$ cat src/hw/rtl/button_debounce_long_press_defines.svh
// assertion macros for the button debouncer
// no dependencies; taken in by the top level
`ifndef BUTTON_DEBOUNCE_LONG_PRESS_DEFINES_SVH
`define BUTTON_DEBOUNCE_LONG_PRESS_DEFINES_SVH

// same-cycle implication, checked outside reset
`define BDLP_ASSERT_NOW(label, clk, rst, ante, cons, msg) \
  label: assert property (@(posedge clk) disable iff (rst) (ante) |-> (cons)) \
    else $error(msg);

// next-cycle implication, checked outside reset
`define BDLP_ASSERT_NEXT(label, clk, rst, ante, cons, msg) \
  label: assert property (@(posedge clk) disable iff (rst) (ante) |=> (cons)) \
    else $error(msg);

`endif

$ cat src/hw/rtl/bdlp_pkg.sv
// shared types and constants for the button debouncer
// no dependencies; used by every module of the block
package bdlp_pkg;

  localparam int unsigned PERIOD_W   = 8;
  localparam int unsigned DEBOUNCE_W = 10;
  localparam int unsigned LONG_W     = 16;
  localparam int unsigned CHANGE_W   = 11;
  localparam int unsigned HOLD_W     = 16;
  localparam int unsigned CFG_DATA_W = 16;
  localparam int unsigned CFG_IDX_W  = 2;

  localparam int unsigned DEFAULT_BUTTON_COUNT = 2;

  localparam logic [PERIOD_W-1:0]   PERIOD_RESET   = 8'd10;
  localparam logic [DEBOUNCE_W-1:0] DEBOUNCE_RESET = 10'd30;
  localparam logic [LONG_W-1:0]     LONG_RESET     = 16'd1000;

  // register indexes of the configuration port
  typedef enum logic [CFG_IDX_W-1:0] {
    CFG_POLL_PERIOD = 2'd0,
    CFG_DEBOUNCE    = 2'd1,
    CFG_LONG_PRESS  = 2'd2
  } cfg_idx_t;

  typedef struct packed {
    logic [PERIOD_W-1:0]   poll_period_ms;
    logic [DEBOUNCE_W-1:0] debounce_time;
    logic [LONG_W-1:0]     long_press_ms;
  } cfg_t;

  // what one lane found on one tick
  typedef struct packed {
    logic short_hit;
    logic long_hit;
    logic pressed;
  } lane_res_t;

endpackage

$ cat src/hw/rtl/bdlp_lane.sv
// per-button debounce and press timing lane
// depends on bdlp_pkg
module bdlp_lane
  import bdlp_pkg::*;
(
  input  logic      clk,
  input  logic      rst,
  input  logic      tick,
  input  logic      raw_level,
  input  cfg_t      cfg,
  output lane_res_t res
);

  logic                pressed;
  logic [CHANGE_W-1:0] change_ms;
  logic [HOLD_W-1:0]   hold_ms;
  logic                long_done;

  logic                pressed_next;
  logic [CHANGE_W-1:0] change_ms_next;
  logic [HOLD_W-1:0]   hold_ms_next;
  logic                long_done_next;

  logic                down;
  logic [HOLD_W:0]     hold_sum;
  logic [HOLD_W-1:0]   hold_sat;
  logic [HOLD_W-1:0]   hold_adv;
  logic                long_hit;
  logic                long_adv;
  logic [CHANGE_W:0]   change_sum;
  logic [CHANGE_W-1:0] change_sat;
  logic                short_hit;

  assign down = ~raw_level;

  // hold timer, saturating
  assign hold_sum = {1'b0, hold_ms} + (HOLD_W+1)'(cfg.poll_period_ms);
  assign hold_sat = hold_sum[HOLD_W] ? {HOLD_W{1'b1}} : hold_sum[HOLD_W-1:0];
  assign hold_adv = pressed ? hold_sat : hold_ms;
  assign long_hit = pressed && !long_done && (hold_sat >= cfg.long_press_ms);
  assign long_adv = long_done | long_hit;

  // change timer, saturating
  assign change_sum = {1'b0, change_ms} + (CHANGE_W+1)'(cfg.poll_period_ms);
  assign change_sat = change_sum[CHANGE_W] ? {CHANGE_W{1'b1}} : change_sum[CHANGE_W-1:0];

  // next state of the lane
  always_comb begin
    pressed_next   = pressed;
    change_ms_next = '0;
    hold_ms_next   = hold_adv;
    long_done_next = long_adv;
    short_hit      = 1'b0;
    if (down != pressed) begin
      if (change_sat >= CHANGE_W'(cfg.debounce_time)) begin
        pressed_next = down;
        if (down) begin
          hold_ms_next   = '0;
          long_done_next = 1'b0;
        end else begin
          short_hit = !long_adv;
        end
      end else begin
        change_ms_next = change_sat;
      end
    end
  end

  // lane state registers
  always_ff @(posedge clk) begin
    if (rst) begin
      pressed   <= 1'b0;
      change_ms <= '0;
      hold_ms   <= '0;
      long_done <= 1'b0;
    end else if (tick) begin
      pressed   <= pressed_next;
      change_ms <= change_ms_next;
      hold_ms   <= hold_ms_next;
      long_done <= long_done_next;
    end
  end

  assign res.short_hit = short_hit;
  assign res.long_hit  = long_hit;
  assign res.pressed   = pressed_next;

endmodule

$ cat src/hw/rtl/bdlp_merge.sv
// merges lane results into masks and buffers the result word
// depends on bdlp_pkg; two-entry output buffer (output register plus skid)
module bdlp_merge
  import bdlp_pkg::*;
#(
  parameter int unsigned BUTTON_COUNT = DEFAULT_BUTTON_COUNT
) (
  input  logic                    clk,
  input  logic                    rst,
  input  logic                    tick,
  input  lane_res_t               res [BUTTON_COUNT],
  output logic                    in_stall,
  output logic                    out_valid,
  input  logic                    out_stall,
  output logic [BUTTON_COUNT-1:0] short_press_mask,
  output logic [BUTTON_COUNT-1:0] long_press_mask,
  output logic [BUTTON_COUNT-1:0] pressed_mask
);

  logic [BUTTON_COUNT-1:0] short_new;
  logic [BUTTON_COUNT-1:0] long_new;
  logic [BUTTON_COUNT-1:0] pressed_new;

  logic                    skid_valid;
  logic [BUTTON_COUNT-1:0] skid_short;
  logic [BUTTON_COUNT-1:0] skid_long;
  logic [BUTTON_COUNT-1:0] skid_pressed;
  logic                    out_take;

  // gather lane bits into masks
  always_comb begin
    for (int i = 0; i < BUTTON_COUNT; i++) begin
      short_new[i]   = res[i].short_hit;
      long_new[i]    = res[i].long_hit;
      pressed_new[i] = res[i].pressed;
    end
  end

  assign out_take = out_valid && !out_stall;
  assign in_stall = skid_valid;

  // output buffer control
  always_ff @(posedge clk) begin
    if (rst) begin
      out_valid  <= 1'b0;
      skid_valid <= 1'b0;
    end else if (skid_valid && out_take) begin
      skid_valid <= 1'b0;
    end else if (tick) begin
      if (!out_valid || out_take) begin
        out_valid <= 1'b1;
      end else begin
        skid_valid <= 1'b1;
      end
    end else if (out_take) begin
      out_valid <= 1'b0;
    end
  end

  // output buffer data
  always_ff @(posedge clk) begin
    if (skid_valid && out_take) begin
      short_press_mask <= skid_short;
      long_press_mask  <= skid_long;
      pressed_mask     <= skid_pressed;
    end else if (tick) begin
      if (!out_valid || out_take) begin
        short_press_mask <= short_new;
        long_press_mask  <= long_new;
        pressed_mask     <= pressed_new;
      end else begin
        skid_short   <= short_new;
        skid_long    <= long_new;
        skid_pressed <= pressed_new;
      end
    end
  end

endmodule

$ cat src/hw/rtl/button_debounce_long_press.sv
// Debounced push buttons with short and long press detection.
// Input channel (in_valid / in_stall): one word per poll tick carrying
// raw_levels, one active-low bit per button. Output channel (out_valid /
// out_stall): exactly one word per input word with short_press_mask,
// long_press_mask and pressed_mask for that tick.
// Configuration channel (cfg_valid / cfg_ready / cfg_index / cfg_data):
// index 0 poll period, 1 debounce time, 2 long press time, in ms; other
// indexes are dropped. cfg_ready is always high; write only while idle.
// One lane per button updates its timers in the cycle a word is taken,
// so a new word is accepted every cycle while in_stall is low. Results are
// registered in the output register, or in the skid entry while the receiver
// stalls: the two-entry buffer lets one more word in; in_stall rises only
// when both entries are full. Reset clears all button state (all released)
// and loads the default periods 10, 30 and 1000 ms; no clearing pass is needed.
// Depends on bdlp_pkg, bdlp_lane, bdlp_merge and the assertion macros.
`include "button_debounce_long_press_defines.svh"

module button_debounce_long_press
  import bdlp_pkg::*;
#(
  parameter int unsigned BUTTON_COUNT = DEFAULT_BUTTON_COUNT
) (
  input  logic                    clk,
  input  logic                    rst,
  input  logic                    in_valid,
  output logic                    in_stall,
  input  logic [BUTTON_COUNT-1:0] raw_levels,
  output logic                    out_valid,
  input  logic                    out_stall,
  output logic [BUTTON_COUNT-1:0] short_press_mask,
  output logic [BUTTON_COUNT-1:0] long_press_mask,
  output logic [BUTTON_COUNT-1:0] pressed_mask,
  input  logic                    cfg_valid,
  output logic                    cfg_ready,
  input  logic [CFG_IDX_W-1:0]    cfg_index,
  input  logic [CFG_DATA_W-1:0]   cfg_data
);

  cfg_t      cfg;
  logic      tick;
  lane_res_t res [BUTTON_COUNT];

  assign cfg_ready = 1'b1;
  assign tick      = in_valid && !in_stall;

  // configuration registers
  always_ff @(posedge clk) begin
    if (rst) begin
      cfg.poll_period_ms <= PERIOD_RESET;
      cfg.debounce_time  <= DEBOUNCE_RESET;
      cfg.long_press_ms  <= LONG_RESET;
    end else if (cfg_valid && cfg_ready) begin
      unique case (cfg_index)
        CFG_POLL_PERIOD: cfg.poll_period_ms <= cfg_data[PERIOD_W-1:0];
        CFG_DEBOUNCE:    cfg.debounce_time  <= cfg_data[DEBOUNCE_W-1:0];
        CFG_LONG_PRESS:  cfg.long_press_ms  <= cfg_data[LONG_W-1:0];
        default: ;
      endcase
    end
  end

  // one lane per button
  for (genvar g = 0; g < BUTTON_COUNT; g++) begin : g_lane
    bdlp_lane u_lane (
      .clk       (clk),
      .rst       (rst),
      .tick      (tick),
      .raw_level (raw_levels[g]),
      .cfg       (cfg),
      .res       (res[g])
    );
  end

  // mask merge and output buffer
  bdlp_merge #(
    .BUTTON_COUNT (BUTTON_COUNT)
  ) u_merge (
    .clk              (clk),
    .rst              (rst),
    .tick             (tick),
    .res              (res),
    .in_stall         (in_stall),
    .out_valid        (out_valid),
    .out_stall        (out_stall),
    .short_press_mask (short_press_mask),
    .long_press_mask  (long_press_mask),
    .pressed_mask     (pressed_mask)
  );

  // checks
  `BDLP_ASSERT_NOW(a_stall_needs_out, clk, rst, in_stall, out_valid, "stall with empty output")
  `BDLP_ASSERT_NOW(a_short_long_excl, clk, rst, out_valid, (short_press_mask & long_press_mask) == '0, "short and long press on one button")
  `BDLP_ASSERT_NOW(a_short_released, clk, rst, out_valid, (short_press_mask & pressed_mask) == '0, "short press on a held button")
  `BDLP_ASSERT_NEXT(a_skid_fill, clk, rst, tick && out_valid && out_stall, in_stall, "skid entry not filled")

endmodule
$ cat config.mk
export PLATFORM = sky130hd
export DESIGN_NAME = button_debounce_long_press
export DESIGN_NICKNAME = d
export VERILOG_FILES = /design/src/hw/rtl/bdlp_pkg.sv /design/src/hw/rtl/bdlp_lane.sv /design/src/hw/rtl/bdlp_merge.sv /design/src/hw/rtl/button_debounce_long_press.sv
export VERILOG_INCLUDE_DIRS = /design/src /design/src/hw/rtl
export SDC_FILE = /design/constraint.sdc
export NUM_CORES = 1
export LEC_CHECK = 0
export BUFFER_PORTS_ARGS = -buffer_cell sky130_fd_sc_hd__buf_4
export CORE_UTILIZATION = 55
export DETAILED_ROUTE_END_ITERATION = 8
export PLACE_DENSITY = 0.73
export SYNTH_ARGS = -nofsm -noshare
export SYNTH_HDL_FRONTEND = slang
export SYNTH_SLANG_ARGS = --single-unit
$ cat constraint.sdc
create_clock -name clk -period 7.55 [get_ports clk]
set_input_delay 0.3775 -clock clk [delete_from_list [all_inputs] [get_ports clk]]
set_output_delay 0.3775 -clock clk [all_outputs]
set_load 0.01 [all_outputs]
; ---- Word level (Yosys, flattened, before mapping)
; Cells that the tools add are included.
[totals]
register_bits = 106
latchBits = 0
ramBits = 0
mem_bits_ro = 0
inputBits = 25
out_inout_bits = 9
word_cells = 109
mem_count = 0
[classes]
add_sub_neg = 4
multipliers = 0
n_div = 0
magnitude_cmp = 4
eq_ne = 5
shift = 0
muxes = 44
bitwise_logic = 6
reduce_logical = 27
[op_table]
columns = op, n
row1 = 16-bit 2-to-1 mux, 10
row2 = 11-bit 2-to-1 mux, 6
row3 = 16-bit by 8-bit adder with 17-bit output, 2
row4 = 16-bit greater-or-equal comparator, 2
row5 = 11-bit by 8-bit adder with 12-bit output, 2
row6 = 11-bit by 10-bit greater-or-equal comparator with 1-bit output, 2
row7 = 1-bit 2-to-1 mux, 19
row8 = 2-bit 2-to-1 mux, 9
row9 = 2-bit AND reduction, 5
row10 = 1-bit logical AND, 7
row11 = 1-bit zero test, 7
row12 = 3-bit AND reduction, 2
row13 = 2-bit nonzero test, 3
row14 = 1-bit NOT, 4
row15 = "2-bit by 1-bit equality test with 1-bit output, second input constant", 1
row16 = "2-bit equality test, second input constant", 1
row17 = 2-bit zero test, 1
row18 = 1-bit inequality test, 2
row19 = "2-bit by 1-bit inequality test with 1-bit output, second input constant", 1
row20 = 1-bit bitwise OR, 2
row21 = 2-bit OR reduction, 1
row22 = 1-bit logical OR, 1

; ---- Longest topological paths before layout
[depth]
ltp_word = 12
ltp_mapped = 18
depth_no_buf = 16

; ---- Modules after synthesis
; Synthesis repeated with hierarchy kept, for this count alone.
[hier_totals]
hier_cells = 934
area_unflattened_um2 = 7907.6
[by_module_without_submodules]
columns = mod, instances, cells_per_inst, area_each_um2, seq_area_each_um2
row1 = bdlp_lane, 2, 381, 2964.1, 580.6
row2 = button_debounce_long_press, 1, 142, 1445.1, 680.7
row3 = bdlp_merge, 1, 30, 534.3, 400.4

; ---- Least setup slack after synthesis
; OpenSTA, ideal clock, no wires.
[synth_path]
kind = register -> register
from = reg cfg[26] (netlist name)
to = reg u_merge.long_press_mask[1] (data pin)
setup_ps = 260
arrival_time_ps = 3647
required_time_ps = 7290
path_slack_ps = 3644
path_stages_with_launch = 18
path_buffers = 1
cell_sequence = dfxtp_1 -> ha_1 -> fa_1 -> a21o_1 -> nand4_1 -> nand3_1 -> and2_1 -> clkbuf_1 -> a21oi_1 -> o22a_1 -> ha_1 -> a21oi_1 -> nor2b_1 -> a2111oi_0 -> a211oi_1 -> a221o_1 -> nor3b_1 -> mux2_2
[synth_via]
elab_chain_len = 7
[synth_lines]
columns = element, line
row1 = 16-bit by 8-bit adder with 17-bit output, bdlp_lane.sv:37  ; assign hold_sum = {1'b0, hold_ms} + (HOLD_W+1)'(cfg.poll_period_ms);
row2 = 16-bit 2-to-1 mux, bdlp_lane.sv:38  ; assign hold_sat = hold_sum[HOLD_W] ? {HOLD_W{1'b1}} : hold_sum[HOLD_W-1:0];
row3 = 16-bit greater-or-equal comparator, bdlp_lane.sv:40  ; assign long_hit = pressed && !long_done && (hold_sat >= cfg.long_press_ms);
row4 = 1-bit logical AND, bdlp_lane.sv:40
row5 = net g_lane[1].u_lane.long_hit, bdlp_lane.sv:28  ; logic long_hit;
row6 = 2-bit 2-to-1 mux, bdlp_merge.sv:67  ; if (!out_valid || out_take) begin
row7 = 2-bit 2-to-1 mux, bdlp_merge.sv:66  ; end else if (tick) begin
row8 = 2-bit 2-to-1 mux, bdlp_merge.sv:62  ; if (skid_valid && out_take) begin
row9 = "end signal, assigned", bdlp_merge.sv:64  ; long_press_mask <= skid_long;
row10 = "end signal, assigned", bdlp_merge.sv:69  ; long_press_mask <= long_new;
row11 = "end, declared", bdlp_merge.sv:16  ; output logic [BUTTON_COUNT-1:0] long_press_mask,
; The timed path passes the listed nets, and every way through them passes these cells. The select of a mux whose other input is x is not followed.
; A chain may end at the register's enable or synchronous reset.

; ---- Worst setup path after layout
[layout_path]
from = reg cfg[27] (netlist name)
to = reg u_merge.long_press_mask[0] (data pin)
[layout_via]
elab_chain_len = 7
[layout_lines]
columns = element, line
row1 = 16-bit by 8-bit adder with 17-bit output, bdlp_lane.sv:37
row2 = 16-bit 2-to-1 mux, bdlp_lane.sv:38
row3 = 16-bit greater-or-equal comparator, bdlp_lane.sv:40
row4 = 1-bit logical AND, bdlp_lane.sv:40
row5 = net g_lane[0].u_lane.long_hit, bdlp_lane.sv:28
row6 = 2-bit 2-to-1 mux, bdlp_merge.sv:67
row7 = 2-bit 2-to-1 mux, bdlp_merge.sv:66
row8 = 2-bit 2-to-1 mux, bdlp_merge.sv:62
; The timed path passes the listed nets, and every way through them passes these cells. The select of a mux whose other input is x is not followed.

==> results.py <==
metrics = {
    "placement": {
        "place_hpwl_um": 12930,
        "place.gp.congestion": 0.9817,
        "portBuffers": 32,
    },
    "power": {
        "vdd_drop_max_uv": 109.1,
        "cellPowerDensity_nw_per_um2": 158.7,
        "leakage_nw": 3.508,
    },
    "floorplanning": {
        "die_y_um": 115.2,
        "core-area_sq_um": 12260,
        "die_area_sq_um": 13270,
        "initial_utilization_pct": 57.48,
        "io_pins": 34,
        "num_rows": 40,
        "die_w_um": 115.2,
    },
    "worst_setup_path": {
        "cp_data_arrival_time_ns": 4.56,
        "crit_path_cell_trace": "ha_1 -> a211oi_1 -> nor2_1 -> o31ai_1 -> a21boi_0 -> xnor2_1 -> nand2_1 -> ha_1 -> a41o_1 -> a21oi_1 -> o31ai_1 -> a2111oi_0 -> o21ai_0 -> nor3b_1 -> mux2_2",
        "worstSetupEndpointType": "flop",
        "cp_num_buf_inv": 0,
        "critPathMaxStageDelay_ns": 0.55,
        "start_kind": "flop",
        "worst-path-max-fanout": 7,
        "crit_path_top_delay_cell": "dfxtp_1",
        "cp.required_ns": 7.66,
        "critPathTopFamily": "compound AO/OA/AOI/OAI gates",
        "crit_type": "reg2reg",
    },
    "synth": {
        "ys_seq_area_share_pct": 31.81,
        "yosysTopAreaCell": "dfxtp_1",
        "synthTopCellsByArea": "dfxtp_1, ha_1, edfxtp_1",
        "synth_nets": 923,
        "synth.cells.most_frequent": "nand2_1, dfxtp_1, ha_1",
        "ys_ff_latch": 106,
        "ys_types": 74,
        "avgSynthCellArea_sq_um": 8.701,
        "yosysMostFrequentCell": "nand2_1",
        "synth_top_area_share_pct": 26.70,
        "synth-edff-count": 12,
        "yosys_warnings": 0,
        "async_reset_ff_share_pct": 0,
        "syn_inst": 810,
        "syn_area_sq_um": 7048,
        "synth_top_flop_cell": "dfxtp_1",
    },
    "routing": {
        "wirelength_um": 17170,
        "drc_errors": 0,
        "drtPass1Iterations": 5,
        "dr_total_vias": 6069,
        "drt_first_iter_violations": 389,
        "drt.antenna.violating_nets": 0,
        "vias_per_cell": 6.051,
        "routedWlPerCell_um": 17.12,
    },
    "sta": {
        "fin_skew_ns": 0.007261,
        "fmax_ghz": 0.2244,
        "hold_violations": 0,
        "finalSetupTns_ns": 0,
        "hold_ws_ns": 0.2557,
        "worstMarginPinSlew_ns": 0.7873,
        "rsz0062_at_grt": "false",
        "drv_slew": 0,
        "setup_viol": 0,
        "layout_worst_path_cycle_share_pct": 59.03,
        "maxSlewHeadroom_pct": 47.20,
        "period_minus_slack_ns": 4.457,
    },
    "final_layout": {
        "syn2layout_area_growth_pct": 8.876,
        "drive_gt1_share_pct": 9.222,
        "layout.nets": 943,
        "final_util_pct": 62.58,
        "fillers": 1068,
        "num_antenna_cells": 0,
    },
    "status": {
        "status": "complete, no violations",
    },
    "global_routing": {
        "grt_overflow": 0,
        "grt_pass1_wl_um": 28280,
        "antenna_found_initial": 0,
        "grt_pass1_vias": 5887,
        "grt_max_degree": 62,
        "grt.total_usage_pct": 27.60,
    },
    "clocking": {
        "postCtsResizedCells": 0,
        "tritoncts": "built",
        "numCtsBuffers": 9,
        "cts_root_buffer": "clkbuf_16",
        "ctsHtreeMaxLevel": 3,
        "cts.clk_slew.worst_paths_ns": 0.07,
        "postCtsSetupBuffers": 0,
        "cts_sinks": 106,
        "cts_max_path_buffers": 2,
        "hold_buffers": 0,
        "clk_latency_ns": 0.36,
    },
    "job": {
        "cap_violations": 0,
    },
    "worst_hold_path": {
        "hold_class": "in2reg",
    },
}
[power breakdown]
group / switching, mW / leakage [nW] / internal [mW] / total [mW]
clock network: 0.209 / 0.124 / 0.223 / 0.432
registers: 0.0136 / 0.878 / 0.586 / 0.600
logic: 0.110 / 2.51 / 0.0764 / 0.186
[cells by family (layout without fill, tap and decap cells)]
| group | count (synthesis) | in the layout | synth area share (%) |
|---|---|---|---|
| DFF | 106 | 106 | 31.81 |
| buffers and inverters | 71 | 96 | 3.994 |
| adders and majority gates | 88 | 88 | 16.05 |
| xor gates and xnor gates | 24 | 24 | 2.982 |
| AOI/OAI and AO/OA | 235 | 235 | 23.70 |
| muxes | 23 | 23 | 3.497 |
| other | 1 | 1 | 0.05321 |
| and+or+nand+nor | 262 | 262 | 17.91 |
[state kept, by name, indices dropped and copies added, names as in the netlist, 2 cells and up]
register / count
cfg: 34
g_lane.u_lane.change_ms: 22
g_lane.u_lane.hold_ms: 32
g_lane.u_lane.long_done: 2
g_lane.u_lane.pressed: 2
u_merge.long_press_mask: 2
u_merge.pressed_mask: 2
u_merge.short_press_mask: 2
u_merge.skid_long: 2
u_merge.skid_pressed: 2
u_merge.skid_short: 2
[area by class of cell]
cell class / instances / area, sq um / share of cell area [%]
Multi-Input combinational cell: 633 / 4524 / 58.96
Sequential cell: 106 / 2242 / 29.22
Timing Repair Buffer: 37 / 277.8 / 3.620
Clock buffer: 13 / 240.2 / 3.131
Tap cell: 168 / 210.2 / 2.739
Inverter: 43 / 161.4 / 2.103
Clock inverter: 3 / 17.52 / 0.2283
[layer usage]
layer  vias to the layer above  GRT usage, %  share of wire (%)
met4                         0         10.13                1.7
met5                         -             0                  0
met3                        20         3.426                5.0
met1                      2843         37.00                 48
met2                       199         45.62                 46
li1                       3007             -                  -
[cells in the final DEF, fill, tap and decap left out, types with 4 or more instances in the layout]
cell       instances
nand2_1           96
dfxtp_1           94
ha_1              84
nor2_1            55
a21oi_1           52
inv_1             43
buf_4             37
o21ai_0           28
a22o_1            28
a21o_1            18
nor3_1            17
xnor2_1           16
nand2b_1          15
a211oi_1          13
nor2b_1           12
o21a_1            12
mux2_2            12
edfxtp_1          12
and3_1            10
mux2i_1           10
a211o_1           10
nand3_1           10
a31oi_1            9
and2_1             9
clkbuf_16          9
xor2_1             8
a22oi_1            8
nand3b_1           7
nand4_1            6
o21ai_1            5
nor4_1             5
or2_2              5
o211ai_1           4
o31ai_1            4
or3_1              4
fa_1               4
clkbuf_1           4
[through the flow]
step / cells / setup WS, ns / total power, mW / cell area [sq um]
floorplan: 810 / 3.644 / 0.7402 / 7048
global placement: 987 / 3.161 / 0.7898 / 7416
detailed placement: 987 / 3.161 / 0.7966 / 7416
CTS: 1003 / 3.135 / 1.225 / 7674
global route: 1003 / 2.810 / 1.273 / 7674
finish: 1003 / 3.093 / 1.218 / 7674
[worst paths after layout]
path                             startpoint                    endpoint  slack (ns)  depth (start not counted)
worst min register to register      cfg[11]                     cfg[11]        0.45                          2
worst max register to register      cfg[27]  u_merge.long_press_mask[0]        3.09                         15
worst min-delay path            cfg_data[5]                      cfg[5]        0.26                          2
worst max-delay path                cfg[27]  u_merge.long_press_mask[0]        3.09                         15
Note: power is estimated with default switching activity, not from simulation.
